### src/sv/bcse_div_cell.sv
// ----------------------------------------------------------------------------
// bcse_div_cell
// One restoring division step producing one quotient bit, registered.
// ----------------------------------------------------------------------------
module bcse_div_cell #(
    parameter int DW  = 18,
    parameter int NW  = 34,
    parameter int SBW = 8
) (
    input  logic           i_clk,
    input  logic           i_rst_n,
    input  logic           i_en,
    input  logic           i_valid,
    input  logic [DW-1:0]  i_rem,
    input  logic [NW-1:0]  i_num,
    input  logic [NW-1:0]  i_quo,
    input  logic [DW-1:0]  i_den,
    input  logic [SBW-1:0] i_side,
    output logic           o_valid,
    output logic [DW-1:0]  o_rem,
    output logic [NW-1:0]  o_num,
    output logic [NW-1:0]  o_quo,
    output logic [DW-1:0]  o_den,
    output logic [SBW-1:0] o_side
);

    logic           r_valid;
    logic [DW-1:0]  r_rem;
    logic [NW-1:0]  r_num;
    logic [NW-1:0]  r_quo;
    logic [DW-1:0]  r_den;
    logic [SBW-1:0] r_side;
    logic [DW-1:0]  trial;
    logic           ge;

    always_comb begin
        trial = {i_rem[DW-2:0], i_num[NW-1]};
        ge    = (trial >= i_den);
    end

    always_ff @(posedge i_clk) begin
        if (!i_rst_n) begin
            r_valid <= 1'b0;
        end else if (i_en) begin
            r_valid <= i_valid;
        end
        if (i_en) begin
            r_rem  <= ge ? (trial - i_den) : trial;
            r_num  <= i_num << 1;
            r_quo  <= {i_quo[NW-2:0], ge};
            r_den  <= i_den;
            r_side <= i_side;
        end
    end

    assign o_valid = r_valid;
    assign o_rem   = r_rem;
    assign o_num   = r_num;
    assign o_quo   = r_quo;
    assign o_den   = r_den;
    assign o_side  = r_side;

endmodule

### config.mk
export PLATFORM = sky130hd
export DESIGN_NAME = bcse_div_cell
export DESIGN_NICKNAME = d
export VERILOG_FILES = /design/src/sv/bcse_div_cell.sv
export SDC_FILE = /design/constraint.sdc
export NUM_CORES = 1
export LEC_CHECK = 0
export BUFFER_PORTS_ARGS = -buffer_cell sky130_fd_sc_hd__buf_2
export CAP_MARGIN = 20
export CORE_MARGIN = 2
export CORE_UTILIZATION = 49
export CTS_CLUSTER_DIAMETER = 50
export DETAILED_ROUTE_END_ITERATION = 6
export PLACE_DENSITY_LB_ADDON = 0.2
export SLEW_MARGIN = 10
export SYNTH_ARGS = -nofsm -noshare
export SYNTH_HDL_FRONTEND = slang
export SYNTH_SLANG_ARGS = --single-unit
### constraint.sdc
create_clock -name i_clk -period 5.38 [get_ports i_clk]
set_input_delay 0.269 -clock i_clk [delete_from_list [all_inputs] [get_ports i_clk]]
set_output_delay 0.269 -clock i_clk [all_outputs]
set_load 0.05 [all_outputs]
**Word level (Yosys, flattened, before mapping)**

Index checks and enable logic that the tools add are counted.
Widths: inputs -> output; s select.

- Register bits: 112
- Input bits: 116
- Output and inout port bits: 113

- Multiplexer cells: 1
- Add/subtract/negate cells: 1
- Magnitude comparators: 1

Operators by type and width:

| kind | number |
|---|---|
| $ge 18x18->1 | 1 |
| $mux 18 | 1 |
| $sub 18x18->18 | 1 |

**Depth between registers and ports, before layout**

Gate-level depths: netlist of the first run.

- Word-level depth: 2
- Gate-level depth with buffers: 11

**Least setup slack after synthesis of the first run**

OpenSTA, ideal clock, no wires.

- Kind: input-to-reg
- Start point: input port i_num[33]
- End point: register r_rem[10] (netlist: o_rem[10]) (data pin)
- Cell stages on the path: 11
- Arrival: 2.490 ns
- Data required time: 5.120 ns
- Setup slack: 2.629 ns
- Path through: inv_1 > ha_1 > inv_1 > fa_1 > a21oi_2 > o221ai_2 > o211ai_1 > a21oi_2 > a211oi_4 > buf_12 > mux2_4

- Longest elaborated chain between the ends: 2
- Elaborated cells between the ends (all ways): 3
- Classes of those cells: 1 x add/sub; 1 x order compare; 1 x mux

Ends and longest elaborated chain:

| what | RTL line | source |
|---|---|---|
| start, declared | 15 | `input logic [NW-1:0] i_num,` |
| $sub 18x18->18 or $ge 18x18->1 (tied branches) | 48, 38 |  |
| $mux 18 (*) | 48 | `r_rem <= ge ? (trial - i_den) : trial;` |
| end signal, assigned | 48 |  |
| end, declared | 28 | `logic [DW-1:0] r_rem;` |

Mark *: on every way between the ends. The rest lies on a longest branch, timed or not.
A chain may end at the register's enable or synchronous reset.

**Worst setup path after layout of the first run**

- Start point: input port i_num[33]
- End point: register r_rem[8] (netlist: o_rem[8]) (data pin)

The elaborated chain is that of the path after synthesis.

==> metrics, run 1 <==
synthesized area=4620 sq um; die height=between 100 and 150 um; ranking of synthesized cells by area=edfxtp_1 (72%), ha_1 (4.9%), mux2_4 (2.3%); Num Clock Sinks=112; max_slew headroom=0.470; final setup fails=0; Slew @ Worst Pin=794 ps; Worst EP required=between 5000 and 6000 ps; Total GRT Usage=0.202; first-pass GRT wire length=between 15 and 20 mm; max incr delay on CP=around 660 ps; Routed Antenna Nets=0; Reg clk slew, reported paths=about 110 ps; flop and latch count out of synthesis=~110; # hold bufs at CTS=0; Initial Utilization=0.502; syn nets=~420; Post-synth EDFFs=111; Sequential Power Share=0.502; DRC viols=0; Final HPWL DP=8.21 mm; achievable frequency=about 0.33 GHz; CTS Buffer Depth=2; critical-path cell list=buf_2 -> inv_1 -> ha_1 -> inv_1 -> fa_1 -> a21oi_2 -> o221ai_2 -> o211ai_1 -> a21oi_2 -> a211oi_4 -> buf_4 -> mux2_2; Syn Area/Cell=about 16 sq um; Setup CP Type=in2reg; number of fill cells=between 700 and 800; final worst slack=around 2400 ps; largest net degree at the start of global routing=66; RSZ-0062 raised after global routing=no; wire per inst=roughly 17 um; initial antenna violation count=0; P_sw=between 0.0007 and 0.0008 W; Period minus WS final=roughly 3000 ps; crit end category=register; CTS H-tree depth=3; GR Overflow Total=0; Ys Warns=0; Post-Place Setup Slack=approximately 2000 ps; Hold WC Path Type=in2reg; Layout area overhead=30.9%; width of the die=just over 100 um; Pwr Density=approximately 350 nW/um^2; Cells after Synth=281; top-area cell type share of the netlist area=0.722; vias in the first global route=between 2000 and 3000; area leader, netlist=edfxtp_1; Internal Power=around 0.0014 W; CTS tree=built; startpoint types=input pin; ANT cells=0; drt pass-1 iters=4; RD Place Congestion=approximately 0.92; row cnt=35; total chip power=about 0.0021 W; max-cap viol count=0; VDD IR max=0.150 mV; layout net count=~650; max-slew violations=0; via/cell ratio=between 5 and 6; IO Port Bufs=around 230; layout cells sized above 1=0.513; root buf cell=clkbuf_8; Gate power share=0.271; Die Area=between 10000 and 15000 sq um; register area share after synthesis=0.726; slowest stage cell, crit path=a211oi_4; via count=3158; status=complete, no violations; top_reg_cell synth=edfxtp_1; core area=around 9000 sq um; Setup Skew=0 ps; Post-CTS Setup Repair Bufs=0; final worst-path cycle share=0.555; Arr. time, crit path=3120 ps; Async S/R FF share, synth=0; DR iter-0 viols=103; Total Wirelength=approximately 11 mm; IO Count=229; Crit Path Max Fanout=11; Pleak=approximately 2.7 nW; clock share of power=0.227; Synth cell types=44; setup TNS=0 ps; Fin. Hold Viols=0; Num CTS Buffers=9; cts repair resizes=0; Sw Share=0.347; clock latency at the later pin of the worst-skew pair=360 ps
## final timing paths
path / startpoint / endpoint / slack, ps / cells after the start
worst max-delay path: i_num[33] / o_rem[8] / 2390 / 12
worst min-delay path: i_num[15] / o_num[16] / 60 / 1
worst max register to register: o_valid / o_valid / 4780 / 2
worst min register to register: o_valid / o_valid / 540 / 2
## Yosys cell counts (all sizes together) (2+ instances only)
cell	n
a211oi	2
a21oi	18
buf	4
edfxtp	111
ha	18
inv	24
mux2	16
mux2i	3
nand2	16
nand2b	2
nand3	6
nand4	4
nor2	10
nor2b	3
o211ai	3
o21ai	5
o221ai	2
o22ai	3
o41ai	2
xnor2	6
xor2	9
## kinds of logic (layout without fill, tap and decap cells)
group | after synthesis | in the layout | share of synthesized area
DFF | 112 | 112 | 0.726
and+or+nand+nor | 44 | 44 | 0.0442
AOI/OAI and AO/OA | 42 | 42 | 0.0666
buffers and inverters | 29 | 267 | 0.0298
adders and majority gates | 19 | 19 | 0.0531
muxes | 19 | 19 | 0.0512
xor gates and xnor gates | 15 | 15 | 0.0284
other | 1 | 1 | 0.000812
## cells in the final DEF (no fill, tap or decap), types with 5 or more instances in the layout
master,synthesis,final
a21oi_1,14,14
buf_2,1,224
clkbuf_8,0,9
edfxtp_1,111,111
ha_1,18,18
inv_1,24,24
mux2_2,9,9
mux2_4,7,7
nand2_1,15,15
nand3_1,6,6
nor2_1,10,10
o21ai_0,5,5
xnor2_1,6,6
xor2_1,9,9
## worst max-delay path, delay by kind of cell
family	cells	cell delay, ps
AOI/OAI and AO/OA	5	1380
adders and majority gates	2	560
buffers and inverters	4	530
muxes	1	350
## metrics by stage
stage | std cells | utilization | area (sq um) | hold WS, ps
final | 630 | 0.657 | 6040 | 63.8
after global routing | 630 | 0.657 | 6040 | 40.5
after CTS | 630 | 0.657 | 6040 | 44.4
after detailed placement | 614 | 0.637 | 5850 | 447
after global placement | 614 | 0.637 | 5850 | 446
after floorplan | 281 | - | 4620 | 368
## routing by layer
metal	wire (um)	track usage	part of all wire
met5	0	0	0
met4	201	0.0842	0.019
met3	859	0.0437	0.081
met2	5660	0.360	0.53
met1	3870	0.235	0.37
## cell type report
cell class | instances | area, sq um | area share
sequential | 112 | 3350 | 0.555
timing repair buffer | 227 | 1140 | 0.189
multi-input combinational | 140 | 1130 | 0.187
tap | 111 | 139 | 0.0230
clock buffer | 10 | 128 | 0.0211
inverter | 24 | 90.1 | 0.0149
clock inverter | 6 | 62.6 | 0.0103
## sequential cells by signal (all words and copies together) (netlist names)
register and count:
o_valid 1, o_side 8, o_num 33, o_quo 34, o_den 18, o_rem 18
## power groups by stage
stage	Sequential, W	Clock, W	Combinational (W)
floorplan	0.00137	0	0.000143
global placement	0.00108	0	0.000571
detailed placement	0.00109	0	0.000578
CTS	0.00107	0.000500	0.000579
global route	0.00107	0.000525	0.000608
finish	0.00107	0.000483	0.000576
Power figures use the tool's default switching activity.
==> run 2, diff against run 1 <==
Settings changed: ABC_AREA from default to 1, CORE_UTILIZATION 49 to 47.
Clock period 5.38 ns to 2.91 ns, I/O delays scaled along.
==> metrics, run 2 <==
max reg flops=34; Async S/R FF share, synth=0; Crit Path Max Fanout=12; ANT cells=0; Total Wirelength=14.4 mm; CTS Buffer Depth=2; cts repair resizes=0; Layout area overhead=48.8%; layout cells sized above 1=0.360; Die Area=11300 sq um; die height=106 um; setup TNS=0 ps; Setup Skew=0 ps; largest net degree at the start of global routing=43; first-pass GRT wire length=21.2 mm; IO Count=229; Setup CP Type=in2reg; Synth cell types=26; R2R Path Start=o_valid; Synth top cells by count=nand2_1 (114), edfxtp_1 (111), inv_1 (55); flop and latch count out of synthesis=between 100 and 150; via count=roughly 4200; CTS tree=built; RSZ-0062 raised after global routing=no; crit end category=register; final setup fails=0; crit path launch=i_den[14]; Hold WC Path Type=in2reg; achievable frequency=about 0.43 GHz; # hold bufs at CTS=92; clock latency at the later pin of the worst-skew pair=370 ps; status=complete, no violations; layout net count=about 870; initial antenna violation count=0; DRC viols=0; RD Place Congestion=approximately 0.86; area leader, netlist=edfxtp_1; root buf cell=clkbuf_8; vias in the first global route=between 4000 and 5000; drt pass-1 iters=5; GR Overflow Total=0; commonest cells after routing, fill and taps aside=buf_2 (224), nand2_1 (114), edfxtp_1 (111), dlygate4sd3_1 (92), inv_1 (55); VDD IR max=0.281 mV; critical-path cell list=dlygate4sd3_1 -> buf_2 -> inv_1 -> ha_1 -> nand2_1 -> inv_1 -> nand2_1 -> inv_1 -> a21oi_1 -> nand4_2 -> buf_4 -> nand2_1 -> o21ai_2; register area share after synthesis=0.685; DR iter-0 viols=192; Syn Area/Cell=~12 sq um; ranking of synthesized cells by area=edfxtp_1 (68%), nand2_1 (8.7%), ha_1 (4.6%); Post-synth EDFFs=between 100 and 150; Pwr Density=~560 nW/um^2; max incr delay on CP=between 500 and 600 ps; final worst slack=580 ps; FF-to-FF setup slack=about 2200 ps; Slew @ Worst Pin=between 500 and 600 ps; Ys Warns=0; top_reg_cell synth=edfxtp_1; slowest stage cell, crit path=dlygate4sd3_1; row cnt=37; Reg clk slew, reported paths=100 ps; Final HPWL DP=around 9.6 mm; wire per inst=16.4 um; max-slew violations=0; Num CTS Buffers=9; max-cap viol count=0; width of the die=106 um; commonest non-fill, non-tap cell in the layout=buf_2; syn nets=544; CTS H-tree depth=3; Post-Place Setup Slack=between 700 and 800 ps; hold path start=i_valid; Worst EP required=roughly 3100 ps; Cells after Synth=about 400; Num Clock Sinks=112; IO Port Bufs=around 230; Period minus WS final=about 2300 ps; Total GRT Usage=0.252; synthesized area=about 4900 sq um; top-area cell type share of the netlist area=0.681; final worst-path cycle share=0.801; Routed Antenna Nets=0; Post-CTS Setup Repair Bufs=0; startpoint types=input pin; Arr. time, crit path=2480 ps; count leader, synth=nand2_1; Initial Utilization=0.479; via/cell ratio=approximately 4.7; Fin. Hold Viols=0; max_slew headroom=0.631; core area=10200 sq um; Pleak=about 3.5 nW
==> run 2: cell type report <==
| cell class | instances | area, sq um |
|---|---|---|
| Tap cell | 136 | 170 |
| Clock buffer | 10 | 128 |
| Timing Repair Buffer | 321 | 2090 |
| Clock inverter | 6 | 52.6 |
| Inverter | 57 | 214 |
| Multi-Input combinational cell | 235 | 1280 |
| Sequential cell | 112 | 3350 |
| Fill cell | 794 | 2940 |
==> run 2: per-stage QoR <==
step / total power (W) / area, sq um / hold WS (ps) / util / std cells
2_1_floorplan: 0.00279 / 4900 / 239 / - / 409
3_3_place_gp: 0.00309 / 6190 / 322 / 0.605 / 769
3_5_place_dp: 0.00311 / 6190 / 324 / 0.605 / 769
4_1_cts: 0.00407 / 7290 / 13.6 / 0.712 / 877
5_1_grt: 0.00421 / 7290 / 28.9 / 0.712 / 877
6_report: 0.00406 / 7290 / 30.1 / 0.712 / 877
==> run 2: logic make-up (layout without fill, tap and decap cells) <==
group / count (synthesis) / after routing / share of synthesized area
DFF: 112 / 112 / 0.685
adders and majority gates: 19 / 19 / 0.0501
xor gates and xnor gates: 9 / 9 / 0.0161
AOI/OAI and AO/OA: 21 / 21 / 0.0250
other: 1 / 1 / 0.000766
and+or+nand+nor: 185 / 185 / 0.169
buffers and inverters: 62 / 394 / 0.0544
==> run 2: path summary, 6_finish.rpt <==
kind	to	cells after the start
worst min register to register	o_valid	2
worst max register to register	o_valid	2
worst min-delay path	o_valid	3
worst max-delay path	o_rem[0]	13
==> run 2: power breakdown <==
part / switching, W / leakage, nW / internal, W
clock: 0.000552 / 0.0903 / 0.000326
combinational: 0.000854 / 2.27 / 0.000345
sequential: 0.0000406 / 1.09 / 0.00194
==> run 2: routing by layer <==
metal / GRT usage / vias up / wire, um
met4: 0.0827 / 0 / 374
li1: - / 2028 / -
met3: 0.0681 / 27 / 952
met1: 0.271 / 1935 / 5360
met5: 0 / - / 0
met2: 0.476 / 164 / 7670
==> run 2: worst max-delay path: cells and delay by family <==
kind	cells	cell delay [ps]
buffers and inverters	6	1090
and+or+nand+nor	4	620
adders and majority gates	1	370
AOI/OAI and AO/OA	2	240
==> run 3, diff against run 2 <==
Settings changed: CORE_UTILIZATION 47 to 42.
Clock period 2.91 ns to 2 ns, I/O delays scaled along.
==> metrics, run 3 (synthesis results as in run 2) <==
status=complete, no violations; Routed Antenna Nets=0; Reg-to-Reg End=o_valid; layout net count=893; worst hold endpoint=o_rem[7]; via/cell ratio=roughly 4.7; Final HPWL DP=between 9 and 10 mm; worst hold path stage count=3; Crit Path Max Fanout=17; Setup CP Type=in2reg; Setup Skew=0 ps; max reg flops=34; Buf/Inv on CP=2; crit end category=register; CTS tree=built; Pwr Density=838 nW/um^2; Placed Cells=roughly 800; Fin. Hold Viols=0; commonest non-fill, non-tap cell in the layout=buf_2; initial antenna violation count=0; first-pass GRT wire length=approximately 22 mm; Pleak=3.60 nW; max-cap viol count=0; Reg clk slew, reported paths=70 ps; largest net degree at the start of global routing=37; Total GRT Usage=0.222; ANT cells=0; R2R Path Start=o_valid; total chip power=roughly 0.0063 W; hold path start=i_rem[6]; wire per inst=15.2 um; GR Overflow Total=0; cts repair resizes=0; Arr. time, crit path=between 1500 and 2000 ps; drt pass-1 iters=6; commonest cells after routing, fill and taps aside=buf_2 (224), nand2_1 (114), edfxtp_1 (111), dlygate4sd3_1 (94), inv_1 (55); max-slew violations=0; critical-path cell list=buf_2 -> inv_1 -> ha_1 -> nand2_1 -> nor2_1 -> nand2_1 -> o21ai_2 -> a21boi_2 -> nand3_1 -> nand2_1; Period minus WS final=1630 ps; RD Place Congestion=between 0.8 and 0.9; Fin Hold WS=around 69 ps; CTS Buffer Depth=2; final worst-path cycle share=0.815; vias in the first global route=4273; Die Area=~13000 sq um; non-filler instance count after layout=~900; number of fill cells=slightly above 900; Final Core Density=0.663; Worst EP required=between 2000 and 2500 ps; FF-to-FF setup slack=roughly 810 ps; Slew @ Worst Pin=slightly above 900 ps; DRC viols=0; IO Port Bufs=225; width of the die=112 um; IO Count=~230; Layout area overhead=54.5%; final setup fails=0; CTS H-tree depth=3; startpoint types=input pin; max incr delay on CP=720 ps; Total Wirelength=between 10 and 15 mm; via count=around 4200; DR iter-0 viols=~270; Initial Utilization=0.429; delay-heaviest family, CP=compound AO/OA/AOI/OAI gates; setup TNS=0 ps; Num CTS Buffers=9; die height=approximately 110 um; row cnt=39; slowest stage cell, crit path=a21boi_2; clock latency at the later pin of the worst-skew pair=340 ps; most used cell, CP=nand2_1; Hold WC Path Type=in2reg; core area=11400 sq um; RSZ-0062 raised after global routing=no; Num Clock Sinks=roughly 110; VDD IR max=~0.65 mV; max_slew headroom=0.385; achievable frequency=0.614 GHz; root buf cell=clkbuf_16; worst r2r path cells=3; layout cells sized above 1=0.375
run 3: cell types whose count changed in the layout (fill, tap and decap cells not counted), sizes merged:
| cell | previous run | this run |
|---|---|---|
| buf | 229 | 249 |
| clkbuf | 10 | 9 |
| clkinvlp | 1 | 2 |
| clkinv | 3 | 2 |
| dlygate4sd3 | 92 | 94 |
run 3: worst max-delay path by stage:
stage | depth (start not counted) | slack [ps] | endpoint | startpoint
6_report | 10 | 370 | o_rem[2] | i_den[6]
3_3_place_gp | 10 | -10 | o_rem[15] | i_den[12]
5_1_grt | 10 | 180 | o_rem[10] | i_den[1]
2_1_floorplan | 12 | 390 | o_rem[9] | i_num[33]
3_5_place_dp | 10 | -20 | o_rem[13] | i_den[7]
4_1_cts | 10 | 340 | o_rem[13] | i_den[7]
run 3: layout make-up:
type | instances | area [sq um] | area share
Sequential cell | 112 | 3350 | 0.443
Timing Repair Buffer | 343 | 2270 | 0.301
Multi-Input combinational cell | 235 | 1280 | 0.169
Clock buffer | 9 | 225 | 0.0298
Inverter | 57 | 214 | 0.0283
Tap cell | 143 | 179 | 0.0236
Clock inverter | 6 | 43.8 | 0.00579
run 3: where the power goes:
group	switching, W	internal (W)	total [W]
registers	0.0000535	0.00282	0.00288
clock network	0.000821	0.000845	0.00167
logic	0.00125	0.000550	0.00180
run 3: what timing repair did:
action / 4_1_cts / 5_1_grt
hold buffers: 94 / 0
setup buffers: 0 / 0
hold endpoints to repair: 93 / 0
run 3: metal layers:
layer,GRT usage,vias to the layer above,part of all wire
li1,-,2076,-
met1,0.255,1967,0.39
met2,0.411,166,0.53
met3,0.0419,28,0.059
met4,0.0862,0,0.028
met5,0,-,0
run 3: through the flow:
stage | cell area [sq um] | setup WS [ps]
floorplan | 4900 | 389
global placement | 6360 | -14.5
detailed placement | 6360 | -21.9
CTS | 7570 | 338
global route | 7570 | 175
finish | 7570 | 371
run 3: tightest hold or removal path: stages:
cell     delay (ps)
buf_2            90
nand3_1          70
nand2_1          50
